### src/hw/rtl/line_path_resampler_top_assert.svh
// ---------------------------------------------------------------------------
// Assertion macros for the line path resampler
// Clocked property shorthands shared by the block's assertions.
// ---------------------------------------------------------------------------
`ifndef LINE_PATH_RESAMPLER_TOP_ASSERT_SVH
`define LINE_PATH_RESAMPLER_TOP_ASSERT_SVH

// consequent must hold in the same cycle as the antecedent
`define LPR_ASSERT_SAME(label, clk, rstn, ante, cons, msg) \
    label: assert property (@(posedge clk) disable iff (!rstn) (ante) |-> (cons)) \
        else $error(msg);

// consequent must hold in the cycle after the antecedent
`define LPR_ASSERT_NEXT(label, clk, rstn, ante, cons, msg) \
    label: assert property (@(posedge clk) disable iff (!rstn) (ante) |=> (cons)) \
        else $error(msg);

`endif

### src/hw/rtl/lpr_pkg.sv
// ---------------------------------------------------------------------------
// Line path resampler package
// Widths, step counts, the step limit and the sequencer state type.
// ---------------------------------------------------------------------------
package lpr_pkg;

    localparam int COORD_W   = 32;
    localparam int SPACING_W = 31;
    localparam int N_W       = 6;

    // largest step count; a run holds at most MAX_SEGMENTS + 2 items
    localparam logic [N_W-1:0] MAX_SEGMENTS = 6'd62;

    localparam logic [SPACING_W-1:0] SPACING_RESET = 31'd65536;

    // last value of the loop counter in each serial phase
    localparam logic [5:0] MUL_LAST  = 6'd31;   // 32 multiplier bits
    localparam logic [5:0] SQRT_LAST = 6'd32;   // 33 root bits
    localparam logic [5:0] DIVN_LAST = 6'd32;   // 33 quotient bits
    localparam logic [5:0] DIVS_LAST = 6'd31;   // 32 quotient bits

    typedef enum logic [5:0] {
        ST_IDLE = 6'b000001,
        ST_MUL  = 6'b000010,
        ST_SQRT = 6'b000100,
        ST_DIVN = 6'b001000,
        ST_DIVS = 6'b010000,
        ST_EMIT = 6'b100000
    } state_t;

endpackage

### src/hw/rtl/line_path_resampler_top.sv
// ---------------------------------------------------------------------------
// Line path resampler
// Samples a segment at roughly fixed spacing: length by bit-serial square
// root, step count by bit-serial division, then start, step points and end.
// ---------------------------------------------------------------------------
//  channel | direction | item
//  s_      | in        | start_x, start_y, end_x, end_y (signed Q16.16)
//  m_      | out       | point_x, point_y (signed Q16.16), last as tlast
//  cfg_    | in        | spacing (unsigned Q15.16), written on cfg_wen
//
//  Each item passes through serial multiply, square root, count division and
//  step division, one bit per cycle (zero spacing skips the count division),
//  then n + 2 output items, one per cycle while m_tready stays high, then the
//  idle state, in which the next item is taken.
//  s_tready is high only between runs; the end point may still wait in the
//  output register while the next item is taken. Sync active-low reset.
// ---------------------------------------------------------------------------
module line_path_resampler_top (
    input  logic         aclk,
    input  logic         aresetn,
    // configuration
    input  logic         cfg_wen,
    input  logic [30:0]  cfg_wdata,      // spacing
    // input items
    input  logic         s_tvalid,
    output logic         s_tready,
    input  logic [127:0] s_tdata,        // start_x, start_y, end_x, end_y
    // result items
    output logic         m_tvalid,
    input  logic         m_tready,
    output logic [63:0]  m_tdata,        // point_x, point_y
    output logic         m_tlast
);

    lpr_pkg::state_t state_reg, state_next;

    logic [lpr_pkg::SPACING_W-1:0] spacing_reg, spacing_next;
    logic [5:0]  cnt_reg, cnt_next;

    logic [31:0] sx_reg, sx_next, sy_reg, sy_next;
    logic [31:0] ex_reg, ex_next, ey_reg, ey_next;
    logic [31:0] ax_reg, ax_next, ay_reg, ay_next;
    logic        negx_reg, negx_next, negy_reg, negy_next;

    // multiplier bits, later step dividend / quotient
    logic [31:0] mbx_reg, mbx_next, mby_reg, mby_next;
    // product accumulator, later square root radicand
    logic [65:0] mac_reg, mac_next;
    logic [33:0] rem_reg, rem_next;
    logic [32:0] root_reg, root_next;
    logic [30:0] drem_reg, drem_next;
    logic [5:0]  q_reg, q_next;
    logic        sat_reg, sat_next;
    logic [5:0]  srx_reg, srx_next, sry_reg, sry_next;
    logic [31:0] accx_reg, accx_next, accy_reg, accy_next;

    logic        m_tvalid_reg, m_tvalid_next;
    logic [63:0] m_tdata_reg, m_tdata_next;
    logic        m_tlast_reg, m_tlast_next;

    // accept-time differences
    logic [32:0] dx, dy;
    logic [32:0] dx_mag, dy_mag;

    // serial datapath terms
    logic [34:0] mul_sum;
    logic [35:0] sq_sh, sq_trial, sq_diff;
    logic        sq_ge;
    logic [31:0] dn_sh, dn_diff;
    logic        dn_ge;
    logic [6:0]  q_ext;
    logic [5:0]  n_val;
    logic [6:0]  dsx_sh, dsy_sh, dsx_diff, dsy_diff;
    logic        dsx_ge, dsy_ge;
    logic [31:0] step_x, step_y;
    logic [31:0] nxt_x, nxt_y;

    logic        in_acc;
    logic        out_free;
    logic        emit_load;
    logic        last_pt;

    assign in_acc   = s_tvalid && s_tready;
    assign out_free = !m_tvalid_reg || m_tready;

    // differences and magnitudes, 33 bits so nothing wraps
    assign dx     = {s_tdata[95], s_tdata[95:64]} - {s_tdata[31], s_tdata[31:0]};
    assign dy     = {s_tdata[127], s_tdata[127:96]} - {s_tdata[63], s_tdata[63:32]};
    assign dx_mag = dx[32] ? 33'(33'd0 - dx) : dx;
    assign dy_mag = dy[32] ? 33'(33'd0 - dy) : dy;

    // sum of squares: both products share one right-shifting accumulator
    assign mul_sum = 35'(mac_reg[65:32])
                   + (mbx_reg[0] ? {3'b000, ax_reg} : 35'd0)
                   + (mby_reg[0] ? {3'b000, ay_reg} : 35'd0);

    // restoring square root, two radicand bits per cycle
    assign sq_sh    = {rem_reg, mac_reg[65:64]};
    assign sq_trial = {1'b0, root_reg, 2'b01};
    assign sq_ge    = sq_sh >= sq_trial;
    assign sq_diff  = sq_sh - sq_trial;

    // length / spacing, one quotient bit per cycle, saturating count
    assign dn_sh   = {drem_reg, root_reg[32]};
    assign dn_ge   = dn_sh >= {1'b0, spacing_reg};
    assign dn_diff = dn_sh - {1'b0, spacing_reg};
    assign q_ext   = {q_reg, dn_ge};
    assign n_val   = sat_reg ? lpr_pkg::MAX_SEGMENTS : q_reg;

    // per-axis step magnitude = |d| / n, one bit per cycle
    assign dsx_sh   = {srx_reg, mbx_reg[31]};
    assign dsy_sh   = {sry_reg, mby_reg[31]};
    assign dsx_ge   = dsx_sh >= {1'b0, n_val};
    assign dsy_ge   = dsy_sh >= {1'b0, n_val};
    assign dsx_diff = dsx_sh - {1'b0, n_val};
    assign dsy_diff = dsy_sh - {1'b0, n_val};

    // signed step, truncated toward zero
    assign step_x = negx_reg ? 32'(32'd0 - mbx_reg) : mbx_reg;
    assign step_y = negy_reg ? 32'(32'd0 - mby_reg) : mby_reg;
    assign nxt_x  = accx_reg + step_x;
    assign nxt_y  = accy_reg + step_y;

    assign emit_load = (state_reg == lpr_pkg::ST_EMIT) && out_free;
    assign last_pt   = 7'(cnt_reg) > 7'(n_val);

    // sequencer and datapath next state
    always_comb begin
        state_next    = state_reg;
        spacing_next  = spacing_reg;
        cnt_next      = cnt_reg;
        sx_next       = sx_reg;
        sy_next       = sy_reg;
        ex_next       = ex_reg;
        ey_next       = ey_reg;
        ax_next       = ax_reg;
        ay_next       = ay_reg;
        negx_next     = negx_reg;
        negy_next     = negy_reg;
        mbx_next      = mbx_reg;
        mby_next      = mby_reg;
        mac_next      = mac_reg;
        rem_next      = rem_reg;
        root_next     = root_reg;
        drem_next     = drem_reg;
        q_next        = q_reg;
        sat_next      = sat_reg;
        srx_next      = srx_reg;
        sry_next      = sry_reg;
        accx_next     = accx_reg;
        accy_next     = accy_reg;
        m_tvalid_next = m_tvalid_reg;
        m_tdata_next  = m_tdata_reg;
        m_tlast_next  = m_tlast_reg;

        if (cfg_wen) begin
            spacing_next = cfg_wdata;
        end

        // output register drains when taken
        if (m_tready) begin
            m_tvalid_next = 1'b0;
        end

        unique case (state_reg)
            lpr_pkg::ST_IDLE: begin
                if (in_acc) begin
                    sx_next    = s_tdata[31:0];
                    sy_next    = s_tdata[63:32];
                    ex_next    = s_tdata[95:64];
                    ey_next    = s_tdata[127:96];
                    ax_next    = dx_mag[31:0];
                    ay_next    = dy_mag[31:0];
                    negx_next  = dx[32];
                    negy_next  = dy[32];
                    mbx_next   = dx_mag[31:0];
                    mby_next   = dy_mag[31:0];
                    mac_next   = '0;
                    accx_next  = s_tdata[31:0];
                    accy_next  = s_tdata[63:32];
                    cnt_next   = '0;
                    state_next = lpr_pkg::ST_MUL;
                end
            end
            lpr_pkg::ST_MUL: begin
                mac_next = {mul_sum, mac_reg[31:1]};
                mbx_next = {1'b0, mbx_reg[31:1]};
                mby_next = {1'b0, mby_reg[31:1]};
                cnt_next = cnt_reg + 6'd1;
                if (cnt_reg == lpr_pkg::MUL_LAST) begin
                    rem_next   = '0;
                    root_next  = '0;
                    cnt_next   = '0;
                    state_next = lpr_pkg::ST_SQRT;
                end
            end
            lpr_pkg::ST_SQRT: begin
                rem_next  = sq_ge ? sq_diff[33:0] : sq_sh[33:0];
                root_next = {root_reg[31:0], sq_ge};
                mac_next  = {mac_reg[63:0], 2'b00};
                cnt_next  = cnt_reg + 6'd1;
                if (cnt_reg == lpr_pkg::SQRT_LAST) begin
                    drem_next = '0;
                    q_next    = '0;
                    cnt_next  = '0;
                    if (spacing_reg == '0) begin
                        // zero spacing: step count goes straight to the limit
                        sat_next   = 1'b1;
                        mbx_next   = ax_reg;
                        mby_next   = ay_reg;
                        srx_next   = '0;
                        sry_next   = '0;
                        state_next = lpr_pkg::ST_DIVS;
                    end else begin
                        sat_next   = 1'b0;
                        state_next = lpr_pkg::ST_DIVN;
                    end
                end
            end
            lpr_pkg::ST_DIVN: begin
                drem_next = dn_ge ? dn_diff[30:0] : dn_sh[30:0];
                root_next = {root_reg[31:0], 1'b0};
                if (sat_reg || q_ext > 7'(lpr_pkg::MAX_SEGMENTS)) begin
                    sat_next = 1'b1;
                end else begin
                    q_next = q_ext[5:0];
                end
                cnt_next = cnt_reg + 6'd1;
                if (cnt_reg == lpr_pkg::DIVN_LAST) begin
                    mbx_next   = ax_reg;
                    mby_next   = ay_reg;
                    srx_next   = '0;
                    sry_next   = '0;
                    cnt_next   = '0;
                    state_next = lpr_pkg::ST_DIVS;
                end
            end
            lpr_pkg::ST_DIVS: begin
                // with a zero count the quotient is never used
                srx_next = dsx_ge ? dsx_diff[5:0] : dsx_sh[5:0];
                sry_next = dsy_ge ? dsy_diff[5:0] : dsy_sh[5:0];
                mbx_next = {mbx_reg[30:0], dsx_ge};
                mby_next = {mby_reg[30:0], dsy_ge};
                cnt_next = cnt_reg + 6'd1;
                if (cnt_reg == lpr_pkg::DIVS_LAST) begin
                    cnt_next   = '0;
                    state_next = lpr_pkg::ST_EMIT;
                end
            end
            lpr_pkg::ST_EMIT: begin
                if (out_free) begin
                    m_tvalid_next = 1'b1;
                    cnt_next      = cnt_reg + 6'd1;
                    if (last_pt) begin
                        m_tdata_next = {ey_reg, ex_reg};
                        m_tlast_next = 1'b1;
                        state_next   = lpr_pkg::ST_IDLE;
                    end else if (cnt_reg == '0) begin
                        m_tdata_next = {sy_reg, sx_reg};
                        m_tlast_next = 1'b0;
                    end else begin
                        m_tdata_next = {nxt_y, nxt_x};
                        m_tlast_next = 1'b0;
                        accx_next    = nxt_x;
                        accy_next    = nxt_y;
                    end
                end
            end
            default: begin
                state_next = lpr_pkg::ST_IDLE;
            end
        endcase
    end

    // control registers
    always_ff @(posedge aclk) begin
        if (!aresetn) begin
            state_reg    <= lpr_pkg::ST_IDLE;
            spacing_reg  <= lpr_pkg::SPACING_RESET;
            cnt_reg      <= '0;
            m_tvalid_reg <= 1'b0;
        end else begin
            state_reg    <= state_next;
            spacing_reg  <= spacing_next;
            cnt_reg      <= cnt_next;
            m_tvalid_reg <= m_tvalid_next;
        end
    end

    // datapath registers
    always_ff @(posedge aclk) begin
        sx_reg      <= sx_next;
        sy_reg      <= sy_next;
        ex_reg      <= ex_next;
        ey_reg      <= ey_next;
        ax_reg      <= ax_next;
        ay_reg      <= ay_next;
        negx_reg    <= negx_next;
        negy_reg    <= negy_next;
        mbx_reg     <= mbx_next;
        mby_reg     <= mby_next;
        mac_reg     <= mac_next;
        rem_reg     <= rem_next;
        root_reg    <= root_next;
        drem_reg    <= drem_next;
        q_reg       <= q_next;
        sat_reg     <= sat_next;
        srx_reg     <= srx_next;
        sry_reg     <= sry_next;
        accx_reg    <= accx_next;
        accy_reg    <= accy_next;
        m_tdata_reg <= m_tdata_next;
        m_tlast_reg <= m_tlast_next;
    end

    assign s_tready = (state_reg == lpr_pkg::ST_IDLE);
    assign m_tvalid = m_tvalid_reg;
    assign m_tdata  = m_tdata_reg;
    assign m_tlast  = m_tlast_reg;

    // checks
`include "line_path_resampler_top_assert.svh"

    `LPR_ASSERT_NEXT(a_accept_starts, aclk, aresetn, in_acc, state_reg == lpr_pkg::ST_MUL, "accepted item did not start the multiply")
    `LPR_ASSERT_SAME(a_emit_count, aclk, aresetn, state_reg == lpr_pkg::ST_EMIT, 7'(cnt_reg) <= 7'(n_val) + 7'd1, "point counter ran past the end point")
    `LPR_ASSERT_NEXT(a_last_ends_run, aclk, aresetn, emit_load && last_pt, state_reg == lpr_pkg::ST_IDLE && m_tvalid && m_tlast, "end point did not close the run")

endmodule

### config.mk
export PLATFORM = sky130hd
export DESIGN_NAME = line_path_resampler_top
export DESIGN_NICKNAME = d
export VERILOG_FILES = /design/src/hw/rtl/lpr_pkg.sv /design/src/hw/rtl/line_path_resampler_top.sv
export VERILOG_INCLUDE_DIRS = /design/src /design/src/hw/rtl
export SDC_FILE = /design/constraint.sdc
export NUM_CORES = 2
export LEC_CHECK = 0
export BUFFER_PORTS_ARGS = -buffer_cell sky130_fd_sc_hd__buf_2
export CORE_MARGIN = 5
export CORE_UTILIZATION = 40
export CTS_BUF_LIST = sky130_fd_sc_hd__clkbuf_8
export DETAILED_ROUTE_END_ITERATION = 10
export GPL_TIMING_DRIVEN = 0
export HOLD_SLACK_MARGIN = 0.05
export PLACE_DENSITY = 0.57
export SLEW_MARGIN = 0
export SYNTH_ARGS = -nofsm -noshare
export SYNTH_HDL_FRONTEND = slang
export SYNTH_SLANG_ARGS = --single-unit
### constraint.sdc
create_clock -name aclk -period 9 [get_ports aclk]
set_input_delay 0.45 -clock aclk [delete_from_list [all_inputs] [get_ports aclk]]
set_output_delay 0.45 -clock aclk [all_outputs]
set_load 0.1 [all_outputs]
; ---- Word level (Yosys, flattened, before mapping)
; Index checks and enable logic that the tools add are counted.
[word_totals]
regBits = 614
latchBits = 0
ram_bits = 0
rom_bits = 0
in_bits = 164
out_inout_bits = 67
word_cells = 166
mem_count = 0
[classes]
add_sub_neg = 15
multipliers = 0
div_mod_pow = 0
order_cmp = 6
n_eq_ne = 20
n_shift = 0
muxes = 70
bitwise = 0
n_reduce_logical = 29
[op_table]
columns = operator, count
row1 = 32-bit two-way mux, 22
row2 = 32-bit one-hot mux with 5 select lines, 2
row3 = 66-bit one-hot mux with 3 select lines, 1
row4 = 64-bit two-way mux, 2
row5 = 32-bit one-hot mux with 2 select lines, 2
row6 = "1-bit by 32-bit subtractor with 32-bit output, first input constant", 4
row7 = 6-bit two-way mux, 18
row8 = 33-bit one-hot mux with 3 select lines, 1
row9 = 34-bit two-way mux, 2
row10 = 34-bit one-hot mux with 2 select lines, 1
row11 = 66-bit two-way mux, 1
row12 = 32-bit by 32-bit subtractor with 33-bit output, 2
row13 = 32-bit adder, 2
row14 = 31-bit two-way mux, 2
row15 = 31-bit one-hot mux with 2 select lines, 1
row16 = 36-bit by 35-bit >= comparator with 1-bit output, 1
row17 = 6-bit one-hot mux with 3 select lines, 2
row18 = 6-bit one-hot mux with 6 select lines, 1
row19 = 34-bit by 32-bit adder with 35-bit output, 1
row20 = 35-bit by 32-bit adder with 35-bit output, 1
row21 = 34-bit subtractor, 1
row22 = 33-bit two-way mux, 1
row23 = 32-bit by 31-bit >= comparator with 1-bit output, 1
row24 = 31-bit logical NOT, 1
row25 = other kinds (33), 67

; ---- Depth between registers and ports, before layout
[logic_depth]
word_depth = 7
ltp_mapped = 22
ltp_nobuf = 21

; ---- Least setup slack after synthesis
; OpenSTA, ideal clock, no wires.
[synth_path]
path_type = register to register
startpoint = register state_reg[5]
endpoint = register mbx_reg[0] (enable)
setup_ps = 565
arrival_time_ps = 7647
t_required_ps = 8435
path_slack_ps = 787
stages_incl_launch_ff = 6
n_path_buf = 0
synth_period_minus_slack_ps = 8213
cell_sequence = dfxtp_1 nor2_1 nand2_1 nor3b_1 nor2_1 nor3_1
[synth_via]
elab_chain_len = 4
word_cells_on_any_way = 12
cone_classes = 9 x eq/ne / 3 x reduce/logical
[synth_lines]
columns = element, line_no
row1 = "start, declared", line_path_resampler_top.sv:35  ; lpr_pkg::state_t state_reg, state_next;
row2 = "start signal, assigned", line_path_resampler_top.sv:278  ; state_reg <= lpr_pkg::ST_IDLE;
row3 = "start signal, assigned", line_path_resampler_top.sv:283  ; state_reg <= state_next;
row4 = 6-bit by 1-bit equality test with 1-bit output (*), line_path_resampler_top.sv:316  ; assign s_tready = (state_reg == lpr_pkg::ST_IDLE);
row5 = net s_tready, line_path_resampler_top.sv:26  ; output logic s_tready,
row6 = 1-bit logical AND, line_path_resampler_top.sv:83  ; assign in_acc = s_tvalid && s_tready;
row7 = 2-bit by 1-bit != test with 1-bit output (no source line), n/a
row8 = 5-bit AND reduction (no source line) (*), n/a
row9 = "end signal, assigned", line_path_resampler_top.sv:300  ; mbx_reg <= mbx_next;
row10 = "end, declared", line_path_resampler_top.sv:46  ; logic [31:0] mbx_reg, mbx_next, mby_reg, mby_next;
; Mark *: on every way through the listed nets, which the timed path passes. The rest lies on a longest branch.
; A chain may end at the register's enable or synchronous reset.

; ---- Worst setup path in the final report
[layout_path]
startpoint = register mby_reg[0]
endpoint = register m_tdata_reg[60] (netlist: m_tdata[60]), data pin
[layout_via]
elab_chain_len = 5
[layout_lines]
columns = element, line_no
row1 = "start, declared", line_path_resampler_top.sv:46
row2 = "start signal, assigned", line_path_resampler_top.sv:301  ; mby_reg <= mby_next;
row3 = 1-bit by 32-bit subtractor with 32-bit output, line_path_resampler_top.sv:120  ; assign step_y = negy_reg ? 32'(32'd0 - mby_reg) : mby_reg;
row4 = 32-bit two-way mux (*), line_path_resampler_top.sv:120
row5 = 32-bit adder (*), line_path_resampler_top.sv:122  ; assign nxt_y = accy_reg + step_y;
row6 = 64-bit two-way mux (*), line_path_resampler_top.sv:258  ; end else if (cnt_reg == '0) begin
row7 = 64-bit two-way mux (*), line_path_resampler_top.sv:254  ; if (last_pt) begin
row8 = "end signal, assigned", line_path_resampler_top.sv:312  ; m_tdata_reg <= m_tdata_next;
row9 = "end, declared", line_path_resampler_top.sv:58  ; logic [63:0] m_tdata_reg, m_tdata_next;
; Mark *: on every way between the ends. The rest lies on a longest branch, timed or not.

==> results by group <==
Global route
  • GRT Total Usage: 0.222
  • Number of global-route vias before repair: 32000
  • Maximum number of pins on one net before global-route repair: 116
  • Aggregate global routing overflow: 0
  • First-pass GRT wire length: 188000 um
  • Antenna violations before repair: 3

Yosys
  • Synth Flop Type: edfxtp_1
  • Number of flops mapped to enable cells by yosys: 570
  • Avg Inst Size Synth: 10.3 um^2
  • Synth unique cells: 89
  • Share of synthesized registers carrying an async set or reset: 0
  • Total number of yosys warnings: 0
  • Register bit total from synthesis: 614
  • Proportion of synthesized chip area in sequential cells: 0.443
  • Netlist Area Pre-Place: 40600 um^2
  • Gate count of the mapped netlist: 3932
  • Post-Synthesis Net Count: 4394

Critical path
  • End point of the critical path: m_tdata[60]
  • Setup Crit Path Kind: reg2reg
  • Endpoint type of the worst setup path: flop
  • Type of element launching the critical path: flop
  • Logic depth of the worst register-to-register path: 22
  • Critical register-to-register path endpoint: m_tdata[60]
  • Worst EP required: ~9500 ps
  • Crit path DAT: 6580 ps
  • Reg2Reg Launch Point: mby_reg[0]
  • Setup crit start: mby_reg[0]
  • Maximum fanout encountered on the critical timing path: 10
  • Setup slack of the worst register-to-register path: 2910 ps

Die
  • Width of the die: about 330 um
  • Io pins: 231
  • Initial standard-cell utilization of the core: 0.404
  • Chip height: around 330 um
  • Core area: 100000 um^2
  • Die area: 108000 um^2
  • Standard-cell rows: 116

Power
  • Worst VDD drop: 0.177 mV
  • Overall Power: 13800 uW
  • Total power per unit cell area: 290 nW/um^2
  • Total leakage power: 0.0189 uW

Drt
  • Mean number of vias per cell: around 5.5
  • ANT nets after route: 0
  • Total routed wirelength: around 120000 um
  • DRC violation count after routing: 0
  • Drt initial violations: 2589
  • Number of vias in the routed layout: 32600
  • Post-DR wirelength/cell: roughly 21 um
  • First-pass detailed-route iteration total: 7

Final layout
  • Number of flip-flops under the largest register name: 66
  • Fraction of final layout cells sized beyond drive strength 1: 0.108
  • Relative area change from synthesis to final layout: 17.3%
  • Non-filler instance count after layout: around 5900
  • Most frequent standard cell in the layout excluding fill and tap cells: edfxtp_1
  • Leading cell types in the layout, fill and taps excluded: edfxtp_1 (570), nand2_1 (312), o21ai_0 (276)
  • Layout net count: 4917

Min path
  • Worst hold path type: in2reg

CTS
  • Post-cts resize count: 0
  • Deepest clock path buffer count: 3
  • CTS buffer count: 112
  • TritonCTS sink count: between 600 and 700
  • # Post-CTS Setup Buffers: 0
  • CTS H-tree depth: 3
  • Clock edge transition at the registers on the reported setup and hold paths: around 60 ps
  • CTS tree: built
  • Clock insertion delay at the later pin of the skew report: about 810 ps
  • CTS root buffer: clkbuf_8

STA
  • RSZ-0062 raised after global routing: no
  • Slew Limit Headroom: 0.117
  • Actual slew at the worst max-slew pin: 1320 ps
  • Final critical delay including setup and external delays: ~6100 ps
  • Max-slew violation total from the final report: 0
  • Part of the cycle the worst path needs: 0.677
  • Number of setup violations in the final report: 0
  • Number of hold violations in the final report: 0
  • Max Clock Freq: 0.164 GHz
  • Max Clock Skew: 63.2 ps

Run
  • Max-capacitance violation count: 0

Outcome
  • Run status: completed

Place
  • Routability Congestion: 0.925
  • Cell count after placement: 5535
  • Detailed-placement wirelength estimate: 91600 um
  • Number of I/O port buffers: 229
[Yosys cell counts (18+ instances only)]
cell type	n	share of area
nor2_1	272	0.025
mux2i_1	129	0.032
o211ai_1	21	0.0039
a22o_1	66	0.014
a31oi_1	24	0.0037
and3_1	26	0.0040
inv_1	211	0.020
dfxtp_1	44	0.022
edfxtp_1	570	0.42
buf_1	18	0.0017
a222oi_1	26	0.0064
clkbuf_1	128	0.012
nor4_1	27	0.0042
a221o_1	39	0.0096
o21ai_0	277	0.034
nand2_1	314	0.029
and2_1	91	0.014
a21o_1	132	0.024
or3_1	26	0.0040
o21a_1	46	0.0085
a21oi_1	202	0.025
xnor2_1	206	0.044
ha_1	258	0.080
nand2b_1	57	0.0088
nand4_1	31	0.0048
o21bai_1	28	0.0052
nor3_1	57	0.0070
nor2b_1	71	0.011
o41ai_1	19	0.0041
fa_1	40	0.020
xor2_1	98	0.021
o31ai_1	32	0.0059
nand3_1	53	0.0065
a211oi_1	38	0.0070
mux2_2	44	0.012
[timing repair]
| item | in CTS | in global routing |
|---|---|---|
| hold buffers | 163 | 0 |
| hold endpoints to repair | 228 | 0 |
| setup endpoints to repair | 0 | 0 |
[metrics by stage]
| step | instance area, um^2 | utilization | hold slack, ps | setup TNS, ps | setup slack, ps |
|---|---|---|---|---|---|
| CTS | 47600 | 0.474 | 63.9 | 0 | 2990 |
| global placement | 43400 | 0.433 | 491 | -372440 | -4380 |
| global route | 47600 | 0.474 | 125 | 0 | 2550 |
| floorplan | 40600 | - | 471 | 0 | 787 |
| detailed placement | 43800 | 0.436 | 497 | 0 | 3060 |
| finish | 47600 | 0.474 | 198 | 0 | 2910 |
[worst max-delay path: stages (launching register included)]
cell,delay (ps)
edfxtp_1,590
clkbuf_1,380
inv_1,200
ha_1,180
nand2b_1,100
or3_1,400
or4_1,460
or2_2,350
o21ai_0,210
xnor2_1,110
ha_1,380
nand3_1,130
nor2_1,300
and3_1,210
nand4_1,210
a31oi_1,440
a41o_1,250
a311o_1,240
a41oi_1,170
xor2_1,230
nand2_1,60
o21ai_0,100
o21ai_0,140
[cell families (layout without fill, tap and decap cells)]
| group | Yosys count | in the layout | share of synthesized area |
|---|---|---|---|
| compound gates | 1076 | 1076 | 0.180 |
| xor+xnor | 304 | 304 | 0.0656 |
| fa+ha+maj | 298 | 298 | 0.0992 |
| buf+inv | 364 | 979 | 0.0339 |
| flops | 614 | 614 | 0.443 |
| mux | 173 | 173 | 0.0440 |
| other cells | 0 | 3 | 0 |
| simple gates | 1103 | 1103 | 0.134 |
[worst min-delay path by stage]
stage / from / end / slack [ps] / depth (start not counted)
detailed placement: cnt_reg[0] / cnt_reg[0] / 500 / 2
global placement: cnt_reg[0] / cnt_reg[0] / 490 / 2
CTS: m_tready / m_tvalid / 60 / 3
finish: m_tready / m_tvalid / 200 / 3
floorplan: cnt_reg[0] / cnt_reg[0] / 470 / 2
global route: m_tready / m_tvalid / 130 / 3
[area by class of cell]
class                   instances  area (um^2)
diodes                          3         7.51
plain buffers                 153          587
clock buffers                 118         1620
clock inverters                88          568
fillers                      9600        52800
inverters                     211          802
multi-input cells            2954        21300
flip-flops and latches        614        18000
well taps                    1357         1700
repair buffers                409         3070
[layer usage]
| layer | track usage | vias to the layer above | wire [um] |
|---|---|---|---|
| met3 | 0.0402 | 174 | 7570 |
| met4 | 0.0612 | 0 | 2910 |
| met1 | 0.298 | 15800 | 54900 |
| met2 | 0.372 | 940 | 58200 |
| li1 | - | 15700 | - |
| met5 | 0 | - | 0 |
[report_power, final]
part | switching [uW] | internal [uW]
Clock | 1280 | 1390
Combinational | 3950 | 2650
Sequential | 538 | 4020
No activity file was read; power rests on OpenSTA's default activity.
